===== config.mk =====
export PLATFORM = sky130hd
export DESIGN_NAME = tmsc_ctrl
export DESIGN_NICKNAME = d
export VERILOG_FILES = /design/src/design/tmsc_pkg.sv /design/src/design/tmsc_ctrl.sv
export SDC_FILE = /design/constraint.sdc
export NUM_CORES = 1
export LEC_CHECK = 0
export BUFFER_PORTS_ARGS = -buffer_cell sky130_fd_sc_hd__buf_2
export CORE_UTILIZATION = 43
export DETAILED_ROUTE_END_ITERATION = 6
export HOLD_SLACK_MARGIN = 0.06
export PLACE_DENSITY = 0.72
export SKIP_LAST_GASP = 1
export SLEW_MARGIN = 15
export SYNTH_ARGS = -nofsm -noshare
export SYNTH_HDL_FRONTEND = slang
export SYNTH_SLANG_ARGS = --single-unit

===== constraint.sdc =====
create_clock -name clk -period 1.97 [get_ports clk]
set_clock_uncertainty 0.1 [all_clocks]
set_input_delay 0.197 -clock clk [delete_from_list [all_inputs] [get_ports clk]]
set_output_delay 0.197 -clock clk [all_outputs]
set_load 0.02 [all_outputs]

===== src/design/tmsc_pkg.sv =====
// Package for the triangle map stretch check.
// Shared constants, register map and controller/datapath command types.
// No dependencies.
package tmsc_pkg;

  localparam int COORD_WIDTH_DEF = 32;
  localparam int NORM_BITS = 14;
  localparam int DEGEN_EXP = 41;
  localparam int DEGEN_KMAX = 67;
  localparam int RATIO_FRAC_SHIFT = 7;

  localparam logic [15:0] RATIO_ONE = 16'd256;
  localparam logic [15:0] RATIO_SAT = 16'hFFFF;
  localparam logic [15:0] MAX_STRETCH_RESET = 16'd1024;

  localparam int MAC_STEPS = 35;
  localparam int SQRT_ITERS = 64;
  localparam int DIV_BITS = 16;
  localparam int CNT_W = $clog2(SQRT_ITERS);
  localparam int MAC_IDX_W = $clog2(MAC_STEPS);
  localparam int DIV_IDX_W = $clog2(DIV_BITS);

  localparam int ADDR_W = 3;
  localparam logic [ADDR_W-3:0] REG_MAX_STRETCH = '0;

  typedef struct packed {
    logic                 take_src;
    logic                 take_map;
    logic                 norm_step;
    logic                 mac_step;
    logic [MAC_IDX_W-1:0] mac_idx;
    logic                 sqrt_init;
    logic                 sqrt_sel;
    logic                 sqrt_step;
    logic                 q_load;
    logic                 div_init;
    logic                 div_step;
    logic [DIV_IDX_W-1:0] div_bit;
    logic                 res_load;
  } tmsc_cmd_t;

  typedef struct packed {
    logic norm_done;
    logic det_bad;
  } tmsc_sts_t;

endpackage


===== src/design/tmsc_ctrl.sv =====
// Controller of the triangle map stretch check: sequences normalize, MAC,
// square roots and divide, and owns the stream handshakes.
// Depends on tmsc_pkg.
module tmsc_ctrl (
  input  logic                clk,
  input  logic                rst,
  input  logic                s_valid,
  input  logic                s_mapped,
  output logic                s_ready,
  output logic                m_valid,
  input  logic                m_ready,
  output tmsc_pkg::tmsc_cmd_t cmd,
  input  tmsc_pkg::tmsc_sts_t sts
);
  import tmsc_pkg::*;

  typedef enum logic [3:0] {
    S_IDLE, S_NORM, S_MAC, S_DISC, S_SQRT_D, S_QLOAD, S_SQRT_S, S_DIV, S_DONE
  } state_t;

  state_t state;
  logic [CNT_W-1:0] cnt;

  assign s_ready = (state == S_IDLE);

  always_comb begin
    cmd = '0;
    unique case (state)
      S_IDLE: begin
        cmd.take_src = s_valid && !s_mapped;
        cmd.take_map = s_valid && s_mapped;
      end
      S_NORM: cmd.norm_step = 1'b1;
      S_MAC: begin
        cmd.mac_step = 1'b1;
        cmd.mac_idx = cnt[MAC_IDX_W-1:0];
      end
      S_DISC: cmd.sqrt_init = !sts.det_bad;
      S_SQRT_D: cmd.sqrt_step = 1'b1;
      S_QLOAD: begin
        cmd.q_load = 1'b1;
        cmd.sqrt_init = 1'b1;
        cmd.sqrt_sel = 1'b1;
      end
      S_SQRT_S: begin
        cmd.sqrt_step = 1'b1;
        cmd.div_init = (cnt == '0);
      end
      S_DIV: begin
        cmd.div_step = 1'b1;
        cmd.div_bit = DIV_IDX_W'(DIV_BITS - 1) - cnt[DIV_IDX_W-1:0];
      end
      S_DONE: cmd.res_load = !m_valid || m_ready;
      default: cmd = '0;
    endcase
  end

  always_ff @(posedge clk) begin
    if (rst) begin
      state <= S_IDLE;
      cnt <= '0;
      m_valid <= 1'b0;
    end else begin
      if (cmd.res_load) m_valid <= 1'b1;
      else if (m_valid && m_ready) m_valid <= 1'b0;
      unique case (state)
        S_IDLE: begin
          cnt <= '0;
          if (s_valid && s_mapped) state <= S_NORM;
        end
        S_NORM: if (sts.norm_done) state <= S_MAC;
        S_MAC: begin
          if (cnt == CNT_W'(MAC_STEPS - 1)) begin
            cnt <= '0;
            state <= S_DISC;
          end else begin
            cnt <= cnt + 1'b1;
          end
        end
        S_DISC: state <= sts.det_bad ? S_DONE : S_SQRT_D;
        S_SQRT_D: begin
          cnt <= cnt + 1'b1;
          if (cnt == CNT_W'(SQRT_ITERS - 1)) state <= S_QLOAD;
        end
        S_QLOAD: begin
          cnt <= '0;
          state <= S_SQRT_S;
        end
        S_SQRT_S: begin
          cnt <= cnt + 1'b1;
          if (cnt == CNT_W'(SQRT_ITERS - 1)) state <= S_DIV;
        end
        S_DIV: begin
          cnt <= cnt + 1'b1;
          if (cnt == CNT_W'(DIV_BITS - 1)) state <= S_DONE;
        end
        S_DONE: begin
          if (!m_valid || m_ready) state <= S_IDLE;
        end
        default: state <= S_IDLE;
      endcase
    end
  end

  a_map_starts: assert property (@(posedge clk) disable iff (rst)
    s_valid && s_ready && s_mapped |=> state == S_NORM)
    else $error("mapped item did not start evaluation");

  a_degen_skip: assert property (@(posedge clk) disable iff (rst)
    state == S_DISC && sts.det_bad |=> state == S_DONE)
    else $error("zero determinant did not skip to result");

  a_div_entry: assert property (@(posedge clk) disable iff (rst)
    state == S_DIV |-> $past(state) == S_DIV || $past(state) == S_SQRT_S)
    else $error("divide entered out of sequence");

  a_res_valid: assert property (@(posedge clk) disable iff (rst)
    cmd.res_load |=> m_valid)
    else $error("loaded result not presented");

endmodule


# ---- After elaboration in Yosys (flattened, before gate mapping)
# Cells that the tools add are included.
dict set report word_totals {
  ff_bits 11
  out_inout_bits 23
  wordCells 60
}
dict set report op_classes {
  add_sub_neg 2
  n_eq_ne 18
  n_mux 22
  reduce_logical 15
}
# cell n
set ops {}
lappend ops {{case mux 4 bit (9 select lines)} 1}
lappend ops {{two-way mux 4 bit} 8}
lappend ops {{case mux 6 bit (3 select lines)} 1}
lappend ops {{== test 4 x 3 -> 1 bit (second input constant)} 4}
lappend ops {{== test 6 bit (second input constant)} 2}
lappend ops {{!= test 2 bit (second input constant)} 6}
lappend ops {{== test 4 x 2 -> 1 bit (second input constant)} 2}
lappend ops {{two-way mux 1 bit} 7}
lappend ops {{two-way mux 7 bit} 1}
lappend ops {{AND reduction 7 bit} 1}
lappend ops {{adder 6 x 1 -> 6 bit (second input constant)} 1}
lappend ops {{== test 6 x 4 -> 1 bit (second input constant)} 1}
lappend ops {{logical NOT 6 bit} 1}
lappend ops {{two-way mux 6 bit} 1}
lappend ops {{two-way mux 5 bit} 1}
lappend ops {{== test 4 x 1 -> 1 bit (second input constant)} 1}
lappend ops {{== test 4 bit (second input constant)} 1}
lappend ops {{logical NOT 4 bit} 1}
lappend ops {{OR reduction 2 bit} 2}
lappend ops {{subtractor 4 bit (first input constant)} 1}
lappend ops {{logical AND 1 bit} 3}
lappend ops {{logical NOT 1 bit} 3}
lappend ops {{nonzero test 3 bit} 1}
lappend ops {{OR reduction 3 bit} 1}
lappend ops {{other kinds (5)} 5}

# ---- Longest topological paths before layout
# Gate-level depths: netlist of the first run.
dict set report depth {
  ltp_word 4
  depth_mapped 8
  depth_no_buf 7
}

# ---- Least setup slack after synthesis of the first run
# No wires, ideal clock.
dict set report synth_timing {
  path_kind {reg-to-reg}
  start {register state[3]}
  end {register state[2]}
  setup_time_ps 117
  arrival_time_ps 1918
  path_slack_ps -165
  stages_incl_launch_ff 7
  period_less_slack_ps 2135
  cell_sequence {dfxtp_1 buf_2 nor4_1 a21boi_1 or4_4 nor2_1 a22o_1}
}
dict set report synth_via {
  elab_chain_len 3
  elab_cells_between_ends 18
}
# element line_no
set synth_lines {}
lappend synth_lines {{start, declared} tmsc_ctrl.sv:21} ;# state_t state;
lappend synth_lines {{start signal, assigned} tmsc_ctrl.sv:80} ;# S_DISC: state <= sts.det_bad ? S_DONE : S_SQRT_D;
lappend synth_lines {{logical NOT 4 bit (*)} -}
lappend synth_lines {{named net s_ready} tmsc_ctrl.sv:9} ;# output logic s_ready,
lappend synth_lines {{!= test 2 x 1 -> 1 bit (no source line)} -}
lappend synth_lines {{AND reduction 7 bit (no source line)} -}
# The timed path passes the listed nets; every way through them passes the cells marked *.
# A chain may end at the register's enable or synchronous reset.

# ---- Worst setup path in the final report of the first run
dict set report layout_timing {
  start {register cnt[0]}
  end {register state[0]}
}
dict set report layout_via {
  elab_chain_len 3
  elab_cells_between_ends 8
}
# element line_no
set layout_lines {}
lappend layout_lines {{start, declared} tmsc_ctrl.sv:22} ;# logic [CNT_W-1:0] cnt;
lappend layout_lines {{start signal, assigned} tmsc_ctrl.sv:77} ;# cnt <= cnt + 1'b1;
lappend layout_lines {{start signal, assigned} tmsc_ctrl.sv:82} ;# cnt <= cnt + 1'b1;
lappend layout_lines {{start signal, assigned} tmsc_ctrl.sv:90} ;# cnt <= cnt + 1'b1;
lappend layout_lines {{== test 6 x 4 -> 1 bit, or another cell as far along} tmsc_ctrl.sv:95} ;# if (cnt == CNT_W'(DIV_BITS - 1)) state <= S_DONE;
lappend layout_lines {{!= test 2 bit (no source line)} -}
lappend layout_lines {{AND reduction 7 bit (no source line) (*)} -}
# Every way passes the cells marked *; elsewhere a longest branch is shown, timed or not.

==> impl_metrics.ini, run 1 <==
[yosys]
syn_inst = 107
synthesis.nets = 117
yosysSeqAreaShare = 0.270
ys_warn_count = 0
syn_area_um2 = 815
yosys-top-cells-area = dfxtp_1 (27%), nor2_1 (7.4%), and2_1 (5.4%), ha_1 (4.6%), xnor2_1 (4.3%)
synth_cell_types = 40
synth_top_area_cell = dfxtp_1
ys_dominant_reg_cell = dfxtp_1
syn_avg_cell_area_um2 = 7.61
netlist.area_leader.share = 0.270
synth-edff-count = 0
ys_ff_latch = 11
synthArstFlopShare = 0

[pwr]
power_density_nw_per_um2 = 798
leakage_uw = 0.000559
ir_worst_vdd_v = 0.000612
power_uw = 937

[die]
io_pins = 30
design.die.area_um2 = 2070
rows = 15
die_w_um = 45.5
die_y_um = 45.5
initial_core_util = 0.467
core-area_um2 = 1750

[grt]
antenna_found_initial = 0
grt_pass1_wl_mm = 3.42
grt_use_total = 0.223
grt-ovfl-total = 0
grt_max_degree = 14
first_global_vias = 789

[placement]
hpwl_mm = 1.63
io_buffer_count = 29
pre_cts_slack_ns = -0.0329
gp_congestion = 0.810

[drt]
routed_wl_mm = 2.29
dr_total_vias = 926
viasPerCell = 5.23
drtAntennaViolNets = 0
drt_first_pass_iters = 4
routedWlPerCell_um = 12.9
route.detailed.drc = 0
drtIter0Drc = 47

[clocking]
cts_root_buffer = clkbuf_4
cts_sinks = 11
cts_buffers = 3
clkTransAtPathRegs_ns = 0.08
h-tree-depth = 1
insertion_delay_ns = 0.27
cts_buffer_depth = 2
cts_tree = built

[sta]
min_period_ns = 2.09
drv_slew = 0
slew_headroom = 0.696
tightest_slew_ns = 0.444
fin_crit_sh = 1.06
setup_ws_ns = -0.123
hold_ws_ns = 0.0754
final-setup-viol-count = 1
hold_viol = 0
max_freq_mhz = 478
rsz0062_at_grt = true

[setup_path]
cpMostUsedCell = or4_4
r2r_start = cnt[0]
cp_slowest_cell = or4_4
cp_max_fo = 4
rrSetupSlack_ns = -0.12
worstSetupPathType = reg -> reg
endpoint_kind = register
reg2reg_to = state[0]
crit_chain = inv_2, ha_4, and2_4, a21boi_2, or4_4, or4_4, a21oi_2
reg2regPathDepth = 7
start_kind = register
arrival_ns = 2.19
required_ns = 2.07
crit_path_max_incr_delay_ns = 0.54

[final_layout]
drive_above_1_share = 0.454
fillers = 158
area_growth_pct = 44.2
final_nets = 163
diodes = 0

[min_path]
hold_path_end = state[1]
hold_start = rst
min_path_cells = 2
hold_class = in -> reg

[outcome]
violations = setup timing
status = finished with violations

[job]
cap_violations = 0
[timing repair]
action,CTS,global route
pin swaps,0,6
buffers inserted,0,2
hold endpoints to repair,0,1
hold buffers,0,1
setup endpoints to repair,1,3
resized for setup,0,15
[synth_stat cells, drive strengths merged, types with 2 or more instances]
library cell,number
nor3,5
buf,4
a21boi,2
nor2,16
o21ai,3
or4,2
inv,4
a21oi,4
and2,7
or3,4
nand2,7
ha,3
clkbuf,3
nand3,4
nor4,2
nor3b,2
or2b,2
and3,2
dfxtp,11
xnor2,4
nor2b,2
[cells by family after synthesis]
logic type | count (synthesis) | synth area share
AOI/OAI and AO/OA | 15 | 0.120
buffers and inverters | 11 | 0.0706
DFF | 11 | 0.270
adders and majority gates | 3 | 0.0461
and+or+nand+nor | 61 | 0.427
xor gates and xnor gates | 5 | 0.0538
muxes | 1 | 0.0123
[report_power, final]
| group | switching [uW] | internal [uW] | leakage (uW) |
|---|---|---|---|
| sequential | 28.7 | 250 | 0.0000918 |
| combinational | 265 | 234 | 0.000452 |
| clock | 81.4 | 78.3 | 0.0000150 |
| total | 375 | 562 | 0.000559 |
[state kept, by name, indices dropped and copies added, names as in the netlist]
register,count
cnt,6
state,4
m_valid,1
[worst max-delay path: cells and delay by family (launching register included)]
family,cells,cell delay [ns]
simple gates,3,1.22
compound gates,2,0.21
fa+ha+maj,1,0.11
flops,1,0.33
buf+inv,1,0.06
[placed cells by master (no fill, tap or decap), drive strengths merged, types with 3 or more instances in the layout]
| cell type | count |
|---|---|
| buf | 47 |
| ha | 3 |
| xnor2 | 4 |
| dfxtp | 11 |
| a21oi | 4 |
| clkbuf | 4 |
| nand3 | 4 |
| and2 | 7 |
| o21ai | 3 |
| nor2 | 16 |
| nand2 | 7 |
| nor3 | 5 |
| or3 | 4 |
| inv | 4 |
[per-stage QoR]
step	TNS (ns)	util	instance area, um^2	cells
6_report	-0.123	0.673	1170	177
5_1_grt	-0.188	0.673	1170	177
4_1_cts	-0.0488	0.634	1110	174
3_5_place_dp	-0.0329	0.619	1080	170
3_3_place_gp	0	0.619	1080	170
2_1_floorplan	0	-	826	107
[worst max-delay path by stage]
stage	startpoint	end	slack, ns
finish	cnt[0]	state[0]	-0.12
global route	cnt[0]	state[0]	-0.14
CTS	state[0]	state[0]	-0.05
detailed placement	cnt[0]	state[0]	-0.03
global placement	state[0]	state[0]	0.05
floorplan	state[0]	state[0]	0.004
[metal layers]
metal  GRT usage  wire, um  up-vias
li1            -         -      460
met3      0.0357       180        4
met1       0.291       994      406
met2       0.374      1090       56
met4      0.0667        27        0
met5           0         0        -
[cell type report]
type,instances,area (um^2),share of cell area
well taps,25,31.3,0.0266
repair buffers,48,290,0.247
inverters,4,15.0,0.0128
clock buffers,4,26.3,0.0224
flip-flops and latches,11,228,0.194
multi-input cells,85,584,0.497
No activity file was read; power rests on OpenSTA's default activity.
==> run 2, diff against run 1 <==
CORE_UTILIZATION = 51   (was 43)
CTS_BUF_LIST = sky130_fd_sc_hd__clkbuf_16   (was unset)
PLACE_DENSITY = 0.8   (was 0.72)
clock period = 2.6 ns   (was 1.97 ns; I/O delays follow)
==> run 2 against run 1 <==
  * The run now ends clean
  * Final cell count is 15% lower
  * Die area down 15%
  * Hold slack improved by 0.10 ns
  * Largest cell class unchanged
==> impl_metrics.ini, run 2 (synthesized netlist as in run 1, its figures left out) <==
[sta]
tightest_slew_ns = 0.600
fin_crit_sh = 0.877
fin_setup_tns_ns = 0
hold_viol = 0
drv_slew = 0
min_period_ns = 2.28
slew_headroom = 0.597
max_freq_mhz = 439
rsz0062_at_grt = false
final-setup-viol-count = 0

[clocking]
cts_tree = built
clkTransAtPathRegs_ns = 0.04
cts_hold_buf = 0
postCtsResizedCells = 0
h-tree-depth = 1
cts_buffer_depth = 2
cts_setup_buffers = 0
cts_buffers = 3
cts_root_buffer = clkbuf_16
insertion_delay_ns = 0.24
cts_sinks = 11

[grt]
grt_use_total = 0.258
grt_pass1_wl_mm = 3.44
grt_max_degree = 18
antenna_found_initial = 0
grt-ovfl-total = 0
first_global_vias = 785

[drt]
routed_wl_mm = 2.12
drtAntennaViolNets = 0
drt_first_pass_iters = 4
viasPerCell = 5.88
routedWlPerCell_um = 14.0
drtIter0Drc = 34
dr_total_vias = 888
route.detailed.drc = 0

[final_layout]
area_growth_pct = 26.6
final_nets = 146
layout_commonest_cell = buf_2
multi_input_area_um2 = 537
stdcell_count = 151
top_regs = cnt (6), state (4), m_valid (1)
largest_register_ff_count = 6
fillers = 128
final_cell_mix = buf_2 (29), nor2_1 (16), dfxtp_1 (11), and2_1 (7), nand2_1 (7)
seqCellArea_um2 = 220
diodes = 0
drive_above_1_share = 0.289
regMostFlops = cnt

[setup_path]
r2r_start = state[0]
critPathLaunch = state[0]
arrival_ns = 2.35
start_kind = register
rrSetupSlack_ns = 0.32
worstSetupPathType = reg -> reg
required_ns = 2.67
endpoint_kind = register
cp_max_fo = 17

[die]
rows = 14
die_w_um = 42.0
core-area_um2 = 1510
die_y_um = 42.0
design.die.area_um2 = 1760
initial_core_util = 0.541
io_pins = 30

[pwr]
ir_worst_vdd_v = 0.000632
leakage_uw = 0.000486
power_density_nw_per_um2 = 743

[min_path]
hold_class = in -> reg
hold_start = rst

[outcome]
status = finished, final reports clean

[placement]
gp_congestion = 0.833
place_inst = 147
io_buffer_count = 29
hpwl_mm = 1.37

[job]
cap_violations = 0
==> run 2: cell count changes in the layout (fill, tap and decap cells not counted), moves of 2 or more <==
cell       change
buf_4         -16
clkbuf_4       -3
inv_1          +2
dfxtp_1        +6
dfxtp_2        -6
clkbuf_16      +3
==> run 2: routing by layer <==
metal | up-vias | routed length (um) | global-route usage
met4 | 0 | 44 | 0.116
met2 | 40 | 1010 | 0.397
met5 | - | 0 | 0
met1 | 413 | 913 | 0.334
met3 | 7 | 147 | 0.0739
li1 | 428 | - | -
==> run 2: critical path: stages, from the launching register on <==
cell and delay (ns):
dfxtp_1 0.60, nor4b_2 0.17, a21boi_0 0.16, or4_4 0.58
or4_1 0.48, a21oi_1 0.12
==> run 2: where the power goes <==
part           switching (uW)  leakage, uW  internal (uW)
clock network            80.6    0.0000423            202
logic                     144     0.000354            107
registers                46.0    0.0000891            187
total                     270     0.000486            496
==> run 2: final cells by class <==
cell class                      count  share of cell area
Sequential cell                    11               0.214
Inverter                            4              0.0146
Clock inverter                      1             0.00364
Tap cell                           16              0.0194
Timing Repair Buffer               31               0.155
Multi-Input combinational cell     85               0.521
Clock buffer                        3              0.0728
==> run 2: stage by stage <==
stage / setup slack, ns / hold slack (ns) / util / power [uW] / instance area (um^2)
after CTS: 0.330 / 0.177 / 0.684 / 764 / 1030
after detailed placement: 0.348 / 0.429 / 0.632 / 477 / 952
after global placement: 0.410 / 0.418 / 0.632 / 468 / 952
after floorplan: 0.465 / 0.229 / - / 420 / 815
final: 0.321 / 0.177 / 0.684 / 766 / 1030
after global routing: 0.225 / 0.181 / 0.684 / 804 / 1030
==> run 2: worst paths after layout <==
check | end | cells after the start
setup reg to reg | state[0] | 5
hold / removal | state[0] | 2
hold reg to reg | m_valid | 2
setup / recovery | state[0] | 5
